### config.mk
export PLATFORM = sky130hd
export DESIGN_NAME = ps2_keyboard_port_with_rx_fifo
export DESIGN_NICKNAME = d
export VERILOG_FILES = /design/src/hdl/kbdp_pkg.sv /design/src/hdl/ps2_keyboard_port_with_rx_fifo.sv /design/src/hdl/kbdp_rx_fifo.sv /design/src/hdl/kbdp_responder.sv
export SDC_FILE = /design/constraint.sdc
export NUM_CORES = 1
export LEC_CHECK = 0
export BUFFER_PORTS_ARGS = -buffer_cell sky130_fd_sc_hd__buf_2
export CAP_MARGIN = 20
export CORE_ASPECT_RATIO = 0.7
export CORE_MARGIN = 2
export CORE_UTILIZATION = 50
export CTS_CLUSTER_DIAMETER = 150
export DETAILED_ROUTE_END_ITERATION = 8
export HOLD_SLACK_MARGIN = 0.05
export PLACE_DENSITY = 0.8
export SLEW_MARGIN = 15
export SYNTH_ARGS = -nofsm -noshare
export SYNTH_HDL_FRONTEND = slang
export SYNTH_HIERARCHICAL = 1
export SYNTH_SLANG_ARGS = --single-unit
### constraint.sdc
create_clock -name clock -period 4.4 [get_ports clock]
set_clock_uncertainty 0.15 [all_clocks]
set_input_delay 0.66 -clock clock [delete_from_list [all_inputs] [get_ports clock]]
set_output_delay 0.66 -clock clock [all_outputs]
set_load 0.005 [all_outputs]
### src/hdl/kbdp_pkg.sv
// ----------------------------------------------------------------------------
// kbdp_pkg
// Shared types, register offsets, keyboard command codes and ID table for the
// keyboard port register block.
// ----------------------------------------------------------------------------
package kbdp_pkg;

   localparam int RX_FIFO_DEPTH_DEFAULT = 16;

   // operation codes
   localparam logic [1:0] OP_READ   = 2'd0;
   localparam logic [1:0] OP_WRITE  = 2'd1;
   localparam logic [1:0] OP_INJECT = 2'd2;

   // register offsets
   localparam logic [11:0] REG_CTRL   = 12'h000;
   localparam logic [11:0] REG_STATUS = 12'h004;
   localparam logic [11:0] REG_DATA   = 12'h008;
   localparam logic [11:0] REG_CLKDIV = 12'h00C;
   localparam logic [11:0] REG_IRQ    = 12'h010;
   localparam logic [6:0]  ID_WINDOW  = 7'h7F;   // offset bits 11:5 of 0xFE0..0xFFC

   // control register bits
   localparam int CR_EN_BIT   = 2;
   localparam int CR_TXIE_BIT = 3;
   localparam int CR_RXIE_BIT = 4;

   localparam logic [7:0] STATUS_BASE  = 8'h43;
   localparam logic [7:0] STATUS_RXNE  = 8'h10;
   localparam logic [7:0] CLKDIV_MASK  = 8'h0F;

   // keyboard commands and replies
   localparam logic [7:0] CMD_LEDS      = 8'hED;
   localparam logic [7:0] CMD_ECHO      = 8'hEE;
   localparam logic [7:0] CMD_SCANSET   = 8'hF0;
   localparam logic [7:0] CMD_ID        = 8'hF2;
   localparam logic [7:0] CMD_TYPEMATIC = 8'hF3;
   localparam logic [7:0] CMD_ENABLE    = 8'hF4;
   localparam logic [7:0] CMD_DISABLE   = 8'hF5;
   localparam logic [7:0] CMD_DEFAULTS  = 8'hF6;
   localparam logic [7:0] CMD_ALLKEYS_A = 8'hE8;
   localparam logic [7:0] CMD_ALLKEYS_B = 8'hEA;
   localparam logic [7:0] CMD_RESEND    = 8'hFE;
   localparam logic [7:0] CMD_RESET     = 8'hFF;

   localparam logic [7:0] RPL_ACK      = 8'hFA;
   localparam logic [7:0] RPL_BAT_OK   = 8'hAA;
   localparam logic [7:0] RPL_ECHO     = 8'hEE;
   localparam logic [7:0] RPL_ID0      = 8'hAB;
   localparam logic [7:0] RPL_ID1      = 8'h83;
   localparam logic [7:0] RPL_RESEND   = 8'hFE;

   localparam logic [1:0] SCANSET_DEFAULT = 2'd2;

   typedef enum logic [2:0] {
      ARG_NONE      = 3'd0,
      ARG_LEDS      = 3'd1,
      ARG_SCANSET   = 3'd2,
      ARG_TYPEMATIC = 3'd3,
      ARG_ALLKEYS   = 3'd4
   } arg_type;

   typedef struct packed {
      logic [1:0]  operation;
      logic [11:0] reg_offset;
      logic [3:0]  access_bytes;
      logic [7:0]  data_byte;
   } req_type;

   typedef struct packed {
      logic [7:0] read_data;
      logic       irq_level;
   } rsp_type;

   typedef struct packed {
      logic       valid;
      logic [7:0] data;
   } push_type;

   function automatic logic [7:0] id_byte(input logic [2:0] idx);
      logic [7:0] v;
      case (idx)
         3'd0:    v = 8'h50;
         3'd1:    v = 8'h10;
         3'd2:    v = 8'h04;
         3'd3:    v = 8'h00;
         3'd4:    v = 8'h0D;
         3'd5:    v = 8'hF0;
         3'd6:    v = 8'h05;
         default: v = 8'hB1;
      endcase
      return v;
   endfunction

endpackage

### src/hdl/ps2_keyboard_port_with_rx_fifo.sv
// ----------------------------------------------------------------------------
// ps2_keyboard_port_with_rx_fifo
// Keyboard port register block with receive FIFO and command responder.
// ----------------------------------------------------------------------------
// Each beat on req_ is a bus read, a bus write or a scan byte injected from
// the keyboard side; each produces exactly one rsp_ beat with the read value
// and the receive interrupt level after the access. A data-register write
// whose reply is two or three bytes (keyboard reset, read ID, scan-set query)
// holds the work stage until its last reply byte is pushed: reply bytes enter
// the FIFO through its single write port one per cycle, unless rsp_ stalls.
// The FIFO holds RX_FIFO_DEPTH bytes and needs no clearing pass after reset.
module ps2_keyboard_port_with_rx_fifo
   import kbdp_pkg::*;
#(
   parameter int RX_FIFO_DEPTH = RX_FIFO_DEPTH_DEFAULT
) (
   input  logic    clock,
   input  logic    reset,
   input  logic    req_valid,
   output logic    req_stall,
   input  req_type req_data,
   output logic    rsp_valid,
   input  logic    rsp_stall,
   output rsp_type rsp_data
);

   req_type    item_ff, item_in;
   logic       item_valid_ff, item_valid_in;
   logic       rsp_valid_ff, rsp_valid_in;
   rsp_type    rsp_data_ff, rsp_data_in;
   logic [7:0] ctrl_ff, ctrl_in;
   logic [3:0] clkdiv_ff, clkdiv_in;

   logic       advance, first, step_done, req_fire;
   logic       size_ok, is_read, is_write, is_inject;
   logic       host_valid, inject_push, pop, flush;
   logic       fifo_empty, fifo_not_empty_next, irq_now;
   logic [7:0] fifo_head;
   logic [7:0] rd_value;
   push_type   rsp_push, fifo_push;
   logic       rsp_busy, rsp_more, scan_enabled;

   assign advance   = item_valid_ff && (!rsp_valid_ff || !rsp_stall);
   assign first     = advance && !rsp_busy;
   assign step_done = advance && !rsp_more;
   assign req_stall = item_valid_ff && !step_done;
   assign req_fire  = req_valid && !req_stall;

   always_comb begin
      case (item_ff.access_bytes) inside
         4'd1, 4'd2, 4'd4, 4'd8: size_ok = 1'b1;
         default:                size_ok = 1'b0;
      endcase
   end

   assign is_read   = (item_ff.operation == OP_READ) && size_ok;
   assign is_write  = (item_ff.operation == OP_WRITE) && size_ok;
   assign is_inject = (item_ff.operation == OP_INJECT);
   assign irq_now   = ctrl_ff[CR_EN_BIT] && ctrl_ff[CR_RXIE_BIT] && !fifo_empty;

   // side effects of the first work cycle
   assign host_valid  = first && is_write && (item_ff.reg_offset == REG_DATA)
                        && ctrl_ff[CR_EN_BIT];
   assign inject_push = first && is_inject && scan_enabled && ctrl_ff[CR_EN_BIT];
   assign pop         = first && is_read && (item_ff.reg_offset == REG_DATA);
   assign flush       = first && is_write && (item_ff.reg_offset == REG_CTRL)
                        && !item_ff.data_byte[CR_EN_BIT];

   always_comb begin
      fifo_push = rsp_push;
      if (inject_push) begin
         fifo_push.valid = 1'b1;
         fifo_push.data  = item_ff.data_byte;
      end
   end

   always_comb begin
      ctrl_in   = ctrl_ff;
      clkdiv_in = clkdiv_ff;
      if (first && is_write) begin
         if (item_ff.reg_offset == REG_CTRL) begin
            ctrl_in = item_ff.data_byte;
         end
         if (item_ff.reg_offset == REG_CLKDIV) begin
            clkdiv_in = item_ff.data_byte[3:0] & CLKDIV_MASK[3:0];
         end
      end
   end

   always_comb begin
      rd_value = 8'd0;
      case (item_ff.reg_offset)
         REG_CTRL:   rd_value = ctrl_ff;
         REG_STATUS: rd_value = STATUS_BASE | (fifo_empty ? 8'd0 : STATUS_RXNE);
         REG_DATA:   rd_value = fifo_empty ? 8'd0 : fifo_head;
         REG_CLKDIV: rd_value = {4'd0, clkdiv_ff};
         REG_IRQ:    rd_value = {6'd0, ctrl_ff[CR_TXIE_BIT], irq_now};
         default: begin
            if ((item_ff.reg_offset[11:5] == ID_WINDOW) &&
                (item_ff.reg_offset[1:0] == 2'd0)) begin
               rd_value = id_byte(item_ff.reg_offset[4:2]);
            end
         end
      endcase
   end

   always_comb begin
      item_in       = item_ff;
      item_valid_in = item_valid_ff;
      if (step_done) begin
         item_valid_in = 1'b0;
      end
      if (req_fire) begin
         item_in       = req_data;
         item_valid_in = 1'b1;
      end

      rsp_valid_in = rsp_valid_ff;
      rsp_data_in  = rsp_data_ff;
      if (rsp_valid_ff && !rsp_stall) begin
         rsp_valid_in = 1'b0;
      end
      if (step_done) begin
         rsp_valid_in          = 1'b1;
         rsp_data_in.read_data = is_read ? rd_value : 8'd0;
         rsp_data_in.irq_level = ctrl_in[CR_EN_BIT] && ctrl_in[CR_RXIE_BIT]
                                 && fifo_not_empty_next;
      end
   end

   kbdp_responder u_responder (
      .clock        (clock),
      .reset        (reset),
      .advance      (advance),
      .host_valid   (host_valid),
      .host_byte    (item_ff.data_byte),
      .push         (rsp_push),
      .busy         (rsp_busy),
      .more         (rsp_more),
      .scan_enabled (scan_enabled)
   );

   kbdp_rx_fifo #(
      .DEPTH (RX_FIFO_DEPTH)
   ) u_rx_fifo (
      .clock          (clock),
      .reset          (reset),
      .push           (fifo_push),
      .pop            (pop),
      .flush          (flush),
      .empty          (fifo_empty),
      .not_empty_next (fifo_not_empty_next),
      .head_data      (fifo_head)
   );

   always_ff @(posedge clock) begin
      if (reset) begin
         item_valid_ff <= 1'b0;
         rsp_valid_ff  <= 1'b0;
         ctrl_ff       <= 8'd0;
         clkdiv_ff     <= 4'd0;
      end else begin
         item_valid_ff <= item_valid_in;
         rsp_valid_ff  <= rsp_valid_in;
         ctrl_ff       <= ctrl_in;
         clkdiv_ff     <= clkdiv_in;
      end
   end

   always_ff @(posedge clock) begin
      item_ff     <= item_in;
      rsp_data_ff <= rsp_data_in;
   end

   assign rsp_valid = rsp_valid_ff;
   assign rsp_data  = rsp_data_ff;

endmodule

### src/hdl/kbdp_rx_fifo.sv
// ----------------------------------------------------------------------------
// kbdp_rx_fifo
// Receive FIFO: one write port, head byte read ahead into a register so a
// pop returns its data in the cycle it is taken. Full drops the new byte.
// ----------------------------------------------------------------------------
module kbdp_rx_fifo
   import kbdp_pkg::*;
#(
   parameter int DEPTH = RX_FIFO_DEPTH_DEFAULT
) (
   input  logic       clock,
   input  logic       reset,
   input  push_type   push,
   input  logic       pop,
   input  logic       flush,
   output logic       empty,
   output logic       not_empty_next,
   output logic [7:0] head_data
);

   localparam int PTR_W = $clog2(DEPTH);
   localparam logic [PTR_W:0]   DEPTH_C = (PTR_W + 1)'(DEPTH);
   localparam logic [PTR_W-1:0] LAST_C  = PTR_W'(DEPTH - 1);

   logic [7:0]       mem [DEPTH];
   logic [PTR_W-1:0] head_ff, head_in;
   logic [PTR_W:0]   count_ff, count_in;
   logic [7:0]       head_data_ff;
   logic [PTR_W:0]   tail_sum;
   logic [PTR_W-1:0] tail;
   logic             wr_en;

   always_comb begin
      tail_sum = {1'b0, head_ff} + count_ff;
      if (tail_sum >= DEPTH_C) begin
         tail_sum = tail_sum - DEPTH_C;
      end
      tail  = tail_sum[PTR_W-1:0];
      wr_en = push.valid && (count_ff != DEPTH_C);

      head_in  = head_ff;
      count_in = count_ff;
      if (flush) begin
         head_in  = '0;
         count_in = '0;
      end else begin
         if (wr_en) begin
            count_in = count_in + 1'b1;
         end
         if (pop && (count_ff != '0)) begin
            count_in = count_in - 1'b1;
            head_in  = (head_ff == LAST_C) ? '0 : head_ff + 1'b1;
         end
      end
   end

   // read ahead at the next head; forward a byte landing there this cycle
   always_ff @(posedge clock) begin
      if (wr_en) begin
         mem[tail] <= push.data;
      end
      if (wr_en && (tail == head_in)) begin
         head_data_ff <= push.data;
      end else begin
         head_data_ff <= mem[head_in];
      end
   end

   always_ff @(posedge clock) begin
      if (reset) begin
         head_ff  <= '0;
         count_ff <= '0;
      end else begin
         head_ff  <= head_in;
         count_ff <= count_in;
      end
   end

   assign empty          = (count_ff == '0);
   assign not_empty_next = (count_in != '0);
   assign head_data      = head_data_ff;

endmodule

### src/hdl/kbdp_responder.sv
// ----------------------------------------------------------------------------
// kbdp_responder
// Keyboard command responder: decodes host bytes, keeps scan set, scan enable
// and pending-argument state, and issues reply bytes one per advance cycle.
// ----------------------------------------------------------------------------
module kbdp_responder
   import kbdp_pkg::*;
(
   input  logic       clock,
   input  logic       reset,
   input  logic       advance,
   input  logic       host_valid,
   input  logic [7:0] host_byte,
   output push_type   push,
   output logic       busy,
   output logic       more,
   output logic       scan_enabled
);

   arg_type    await_ff, await_in;
   logic [1:0] scan_set_ff, scan_set_in;
   logic       scan_en_ff, scan_en_in;
   logic [1:0] tail_cnt_ff, tail_cnt_in;
   logic [7:0] tail0_ff, tail0_in;
   logic [7:0] tail1_ff, tail1_in;

   logic [1:0] r_cnt;
   logic [7:0] r0, r1, r2;

   always_comb begin
      await_in    = await_ff;
      scan_set_in = scan_set_ff;
      scan_en_in  = scan_en_ff;
      tail_cnt_in = tail_cnt_ff;
      tail0_in    = tail0_ff;
      tail1_in    = tail1_ff;
      push        = '0;
      r_cnt       = 2'd1;
      r0          = RPL_ACK;
      r1          = RPL_ACK;
      r2          = RPL_ACK;

      if (tail_cnt_ff != 2'd0) begin
         if (advance) begin
            push.valid  = 1'b1;
            push.data   = tail0_ff;
            tail0_in    = tail1_ff;
            tail_cnt_in = tail_cnt_ff - 2'd1;
         end
      end else if (host_valid) begin
         if (await_ff != ARG_NONE) begin
            await_in = ARG_NONE;
            if (await_ff == ARG_SCANSET) begin
               if (host_byte == 8'd0) begin
                  r_cnt = 2'd2;
                  r1    = {6'd0, scan_set_ff};
               end else if (host_byte <= 8'd3) begin
                  scan_set_in = host_byte[1:0];
               end
            end
         end else begin
            case (host_byte)
               CMD_LEDS:      await_in = ARG_LEDS;
               CMD_ECHO:      r0 = RPL_ECHO;
               CMD_SCANSET:   await_in = ARG_SCANSET;
               CMD_ID: begin
                  r_cnt = 2'd3;
                  r1    = RPL_ID0;
                  r2    = RPL_ID1;
               end
               CMD_TYPEMATIC: await_in = ARG_TYPEMATIC;
               CMD_ENABLE:    scan_en_in = 1'b1;
               CMD_DISABLE: begin
                  scan_set_in = SCANSET_DEFAULT;
                  scan_en_in  = 1'b0;
                  await_in    = ARG_NONE;
               end
               CMD_DEFAULTS: begin
                  scan_set_in = SCANSET_DEFAULT;
                  scan_en_in  = 1'b1;
                  await_in    = ARG_NONE;
               end
               CMD_ALLKEYS_A, CMD_ALLKEYS_B: await_in = ARG_ALLKEYS;
               // the last host byte is this command, so resend echoes it
               CMD_RESEND:    r0 = RPL_RESEND;
               CMD_RESET: begin
                  scan_set_in = SCANSET_DEFAULT;
                  scan_en_in  = 1'b1;
                  await_in    = ARG_NONE;
                  r_cnt       = 2'd2;
                  r1          = RPL_BAT_OK;
               end
               default: ;
            endcase
         end
         push.valid  = 1'b1;
         push.data   = r0;
         tail_cnt_in = r_cnt - 2'd1;
         tail0_in    = r1;
         tail1_in    = r2;
      end
   end

   always_ff @(posedge clock) begin
      if (reset) begin
         await_ff    <= ARG_NONE;
         scan_set_ff <= SCANSET_DEFAULT;
         scan_en_ff  <= 1'b1;
         tail_cnt_ff <= 2'd0;
      end else begin
         await_ff    <= await_in;
         scan_set_ff <= scan_set_in;
         scan_en_ff  <= scan_en_in;
         tail_cnt_ff <= tail_cnt_in;
      end
   end

   always_ff @(posedge clock) begin
      tail0_ff <= tail0_in;
      tail1_ff <= tail1_in;
   end

   assign busy         = (tail_cnt_ff != 2'd0);
   assign more         = (tail_cnt_in != 2'd0);
   assign scan_enabled = scan_en_ff;

endmodule

==> results.tsv <==
metric	value	unit
status	complete, no violations	
GP Congestion	0.965	
commonest non-fill, non-tap cell in the layout	edfxtp_1	
clock sinks	205	
post-synthesis sequential area ratio	63.8	%
Final Cycle Share	97.2	%
worst r2r dst	rsp_data[0]$_DFFE_PP_	
worst min-delay path class	input pin to register	
CP bufs+invs	3	
# DRC	0	
Critical Path Source	item_ff[20]$_DFFE_PP_	
Mapped Area	9100	sq um
reg-to-reg slack, setup	0.28	ns
Hold Vio Cnt, Final	0	
WL/cell	22.5	microns
Layout Nets	722	
Worst Path Max Fanout	4	
peak supply drop	0.000245	V
initial core utilization	50.8	%
post-synth top area share	56.1	%
Slew Viols, Final	0	
worst setup path end	req_stall	
Slew HR	34.2	%
routed vias/inst	6.27	
initial antenna violation count	0	
total CTS buffers	20	
share of layout cells above drive strength 1	25.0	%
Crit. path cell count	11	
Primary FF master, synth	edfxtp_1	
yosys warns	6	
number of standard cells in the final layout excluding fillers	933	
commonest non-fill, non-tap cells in the layout	170 x edfxtp_1, 40 x buf_2, 40 x mux4_2	
# IOs	41	
Starting DRT DRC Count	793	
Setup crit end kind	primary output	
worst r2r path cells	16	
area leader, netlist	edfxtp_1	
Post-DRT Antenna Nets	0	
core area	17900	sq um
FP Rows	41	
FMAX	234	MHz
reg2reg start	item_ff[20]$_DFFE_PP_	
cell breakdown of the critical path	or4_4 > or2_4 > nor4_4 > buf_4 > or4b_4 > o32ai_2 > mux2i_1 > nand2_1 > o21ai_1 > inv_1 > buf_2	
Post-synth EDFFs	170	
WL final	21000	microns
Least-Margin Pin Slew	0.984	ns
Placed Cells	894	
crit path launch type	register	
H-tree depth	1	
CTS tree	done	
asr flop ratio synth	0	%
syn_area_per_cell	14.7	sq um
DP Wirelength	13900	microns
power per cell area	386	nW/um^2
worst stage delay on the critical path	0.56	ns
Setup CP Type	register to primary output	
vias after detailed routing	5854	
Fill cells	1323	
total global routing track utilization	22.2	%
largest net degree at the start of global routing	43	
DIE HEIGHT	117	microns
DR pass1 iterations	7	
diode count	0	
Max clock buf depth	3	
highest-delay cell along the critical path	or4_4	
Netlist cell types	72	
largest cells by area after synthesis	edfxtp_1 56%, mux4_2 9.9%, dfxtp_1 7.7%, mux2i_1 2.1%, nand2b_1 1.7%	
MaxCap Viol Count	0	
Die Footprint	19300	sq um
Leakage Power	3.67	nW
Top Family by Delay on Critical Path	simple AND/OR/NAND/NOR gates	
clk slew on worst S/H paths	0.06	ns
Clock Latency Late Sink	0.50	ns
final setup vio count	0	
Arr. time, crit path	3.47	ns
Tmin final	4.28	ns
register bit total from synthesis	205	
die span in x	165	microns
first-pass GRT wire length	32000	microns
Root Buffer	clkbuf_16	
Mapped Nets	656	
number of global-route vias before repair	5621	
total power	0.00404	W
synthesis-to-layout area growth	15.0	%
required time of the critical path	3.59	ns
Mapped Cells	617	
Port Buffer Count	40	
global route overflow	0	
## cells by family (layout without fill, tap and decap cells)
logic type	Yosys count	in the layout	synth area share [%]
xor gates and xnor gates	18	18	1.73
adders and majority gates	9	9	1.32
muxes	67	67	13.0
and+or+nand+nor	196	196	12.4
buffers and inverters	48	128	2.12
AOI/OAI and AO/OA	74	74	5.64
DFF	205	205	63.8
## where the power goes
| group | leakage [nW] | total, W | internal, W | switching, W |
|---|---|---|---|---|
| clock | 0.338 | 0.00180 | 0.00108 | 0.000718 |
| sequential | 1.92 | 0.00213 | 0.00210 | 0.0000298 |
| combinational | 1.42 | 0.000109 | 0.0000468 | 0.0000624 |
| total | 3.67 | 0.00404 | 0.00323 | 0.000811 |
## worst min path at each step
stage / from / end / slack [ns] / depth (start not counted)
after CTS: req_data[4] / item_ff[4]$_DFFE_PP_ / 0.17 / 1
after global routing: req_data[2] / item_ff[2]$_DFFE_PP_ / 0.18 / 1
after detailed placement: ctrl_ff[1]$_SDFFE_PP0P_ / ctrl_ff[1]$_SDFFE_PP0P_ / 0.32 / 2
final: req_data[4] / item_ff[4]$_DFFE_PP_ / 0.19 / 1
after floorplan: ctrl_ff[6]$_SDFFE_PP0P_ / ctrl_ff[6]$_SDFFE_PP0P_ / 0.30 / 2
after global placement: ctrl_ff[6]$_SDFFE_PP0P_ / ctrl_ff[6]$_SDFFE_PP0P_ / 0.31 / 2
## Yosys cell counts, types with 6 or more instances
library cell    n
nor2_1         35
nor4_1          9
buf_2           7
inv_1          16
mux2i_1        19
buf_1           6
o21ai_0        10
nand4_1         7
ha_1            8
mux4_2         40
mux2_2          8
xor2_1          7
edfxtp_1      170
nand2b_1       25
nand2_1        28
nand3_1        15
xnor2_1        11
or3_1           7
dfxtp_1        35
nor3_1         16
clkbuf_1       18
nand3b_1        7
a21oi_1        21
## sequential cells by signal, summed over array words and instances (netlist names), 4 cells and up, named ones only
signal	count
ctrl_ff	8
u_rx_fifo/count_ff	5
item_ff	26
u_rx_fifo/head_ff	4
u_responder/tail0_ff	5
u_rx_fifo/mem	128
clkdiv_ff	4
rsp_data	9
## stage by stage
stage	util [%]	TNS, ns	worst slack, ns	hold slack [ns]	area (sq um)
final	58.4	0	0.122	0.185	10500
after global routing	58.4	-0.000207	-0.000207	0.176	10500
after CTS	58.2	0	0.00883	0.174	10400
after detailed placement	54.3	-0.00978	-0.00978	0.318	9720
after global placement	54.3	0	0.125	0.311	9720
after floorplan	-	0	0.148	0.296	9100
## layer usage
layer	wire, microns	up-vias	GRT usage [%]	share of wire [%]
met5	0	-	0	0
met4	562	0	6.20	2.7
met3	2200	54	5.11	10
met2	9410	340	34.0	45
met1	8820	2913	32.4	42
li1	-	2547	-	-
## area by class of cell
type                       count  area, sq um  area share [%]
sequential                   205         5810            55.5
multi-input combinational    364         3140            30.0
clock buffer                  25          561            5.36
timing repair buffer          76          470            4.50
tap                          236          295            2.82
clock inverter                11          129            1.23
inverter                      16         60.1           0.574
## timing repair
item	CTS	global route
gates resized for setup	3	4
setup buffers	0	3
pin swaps	0	1
hold buffers	0	0
endpoints found under the setup margin	1	1
Note: power is estimated with default switching activity, not from simulation.
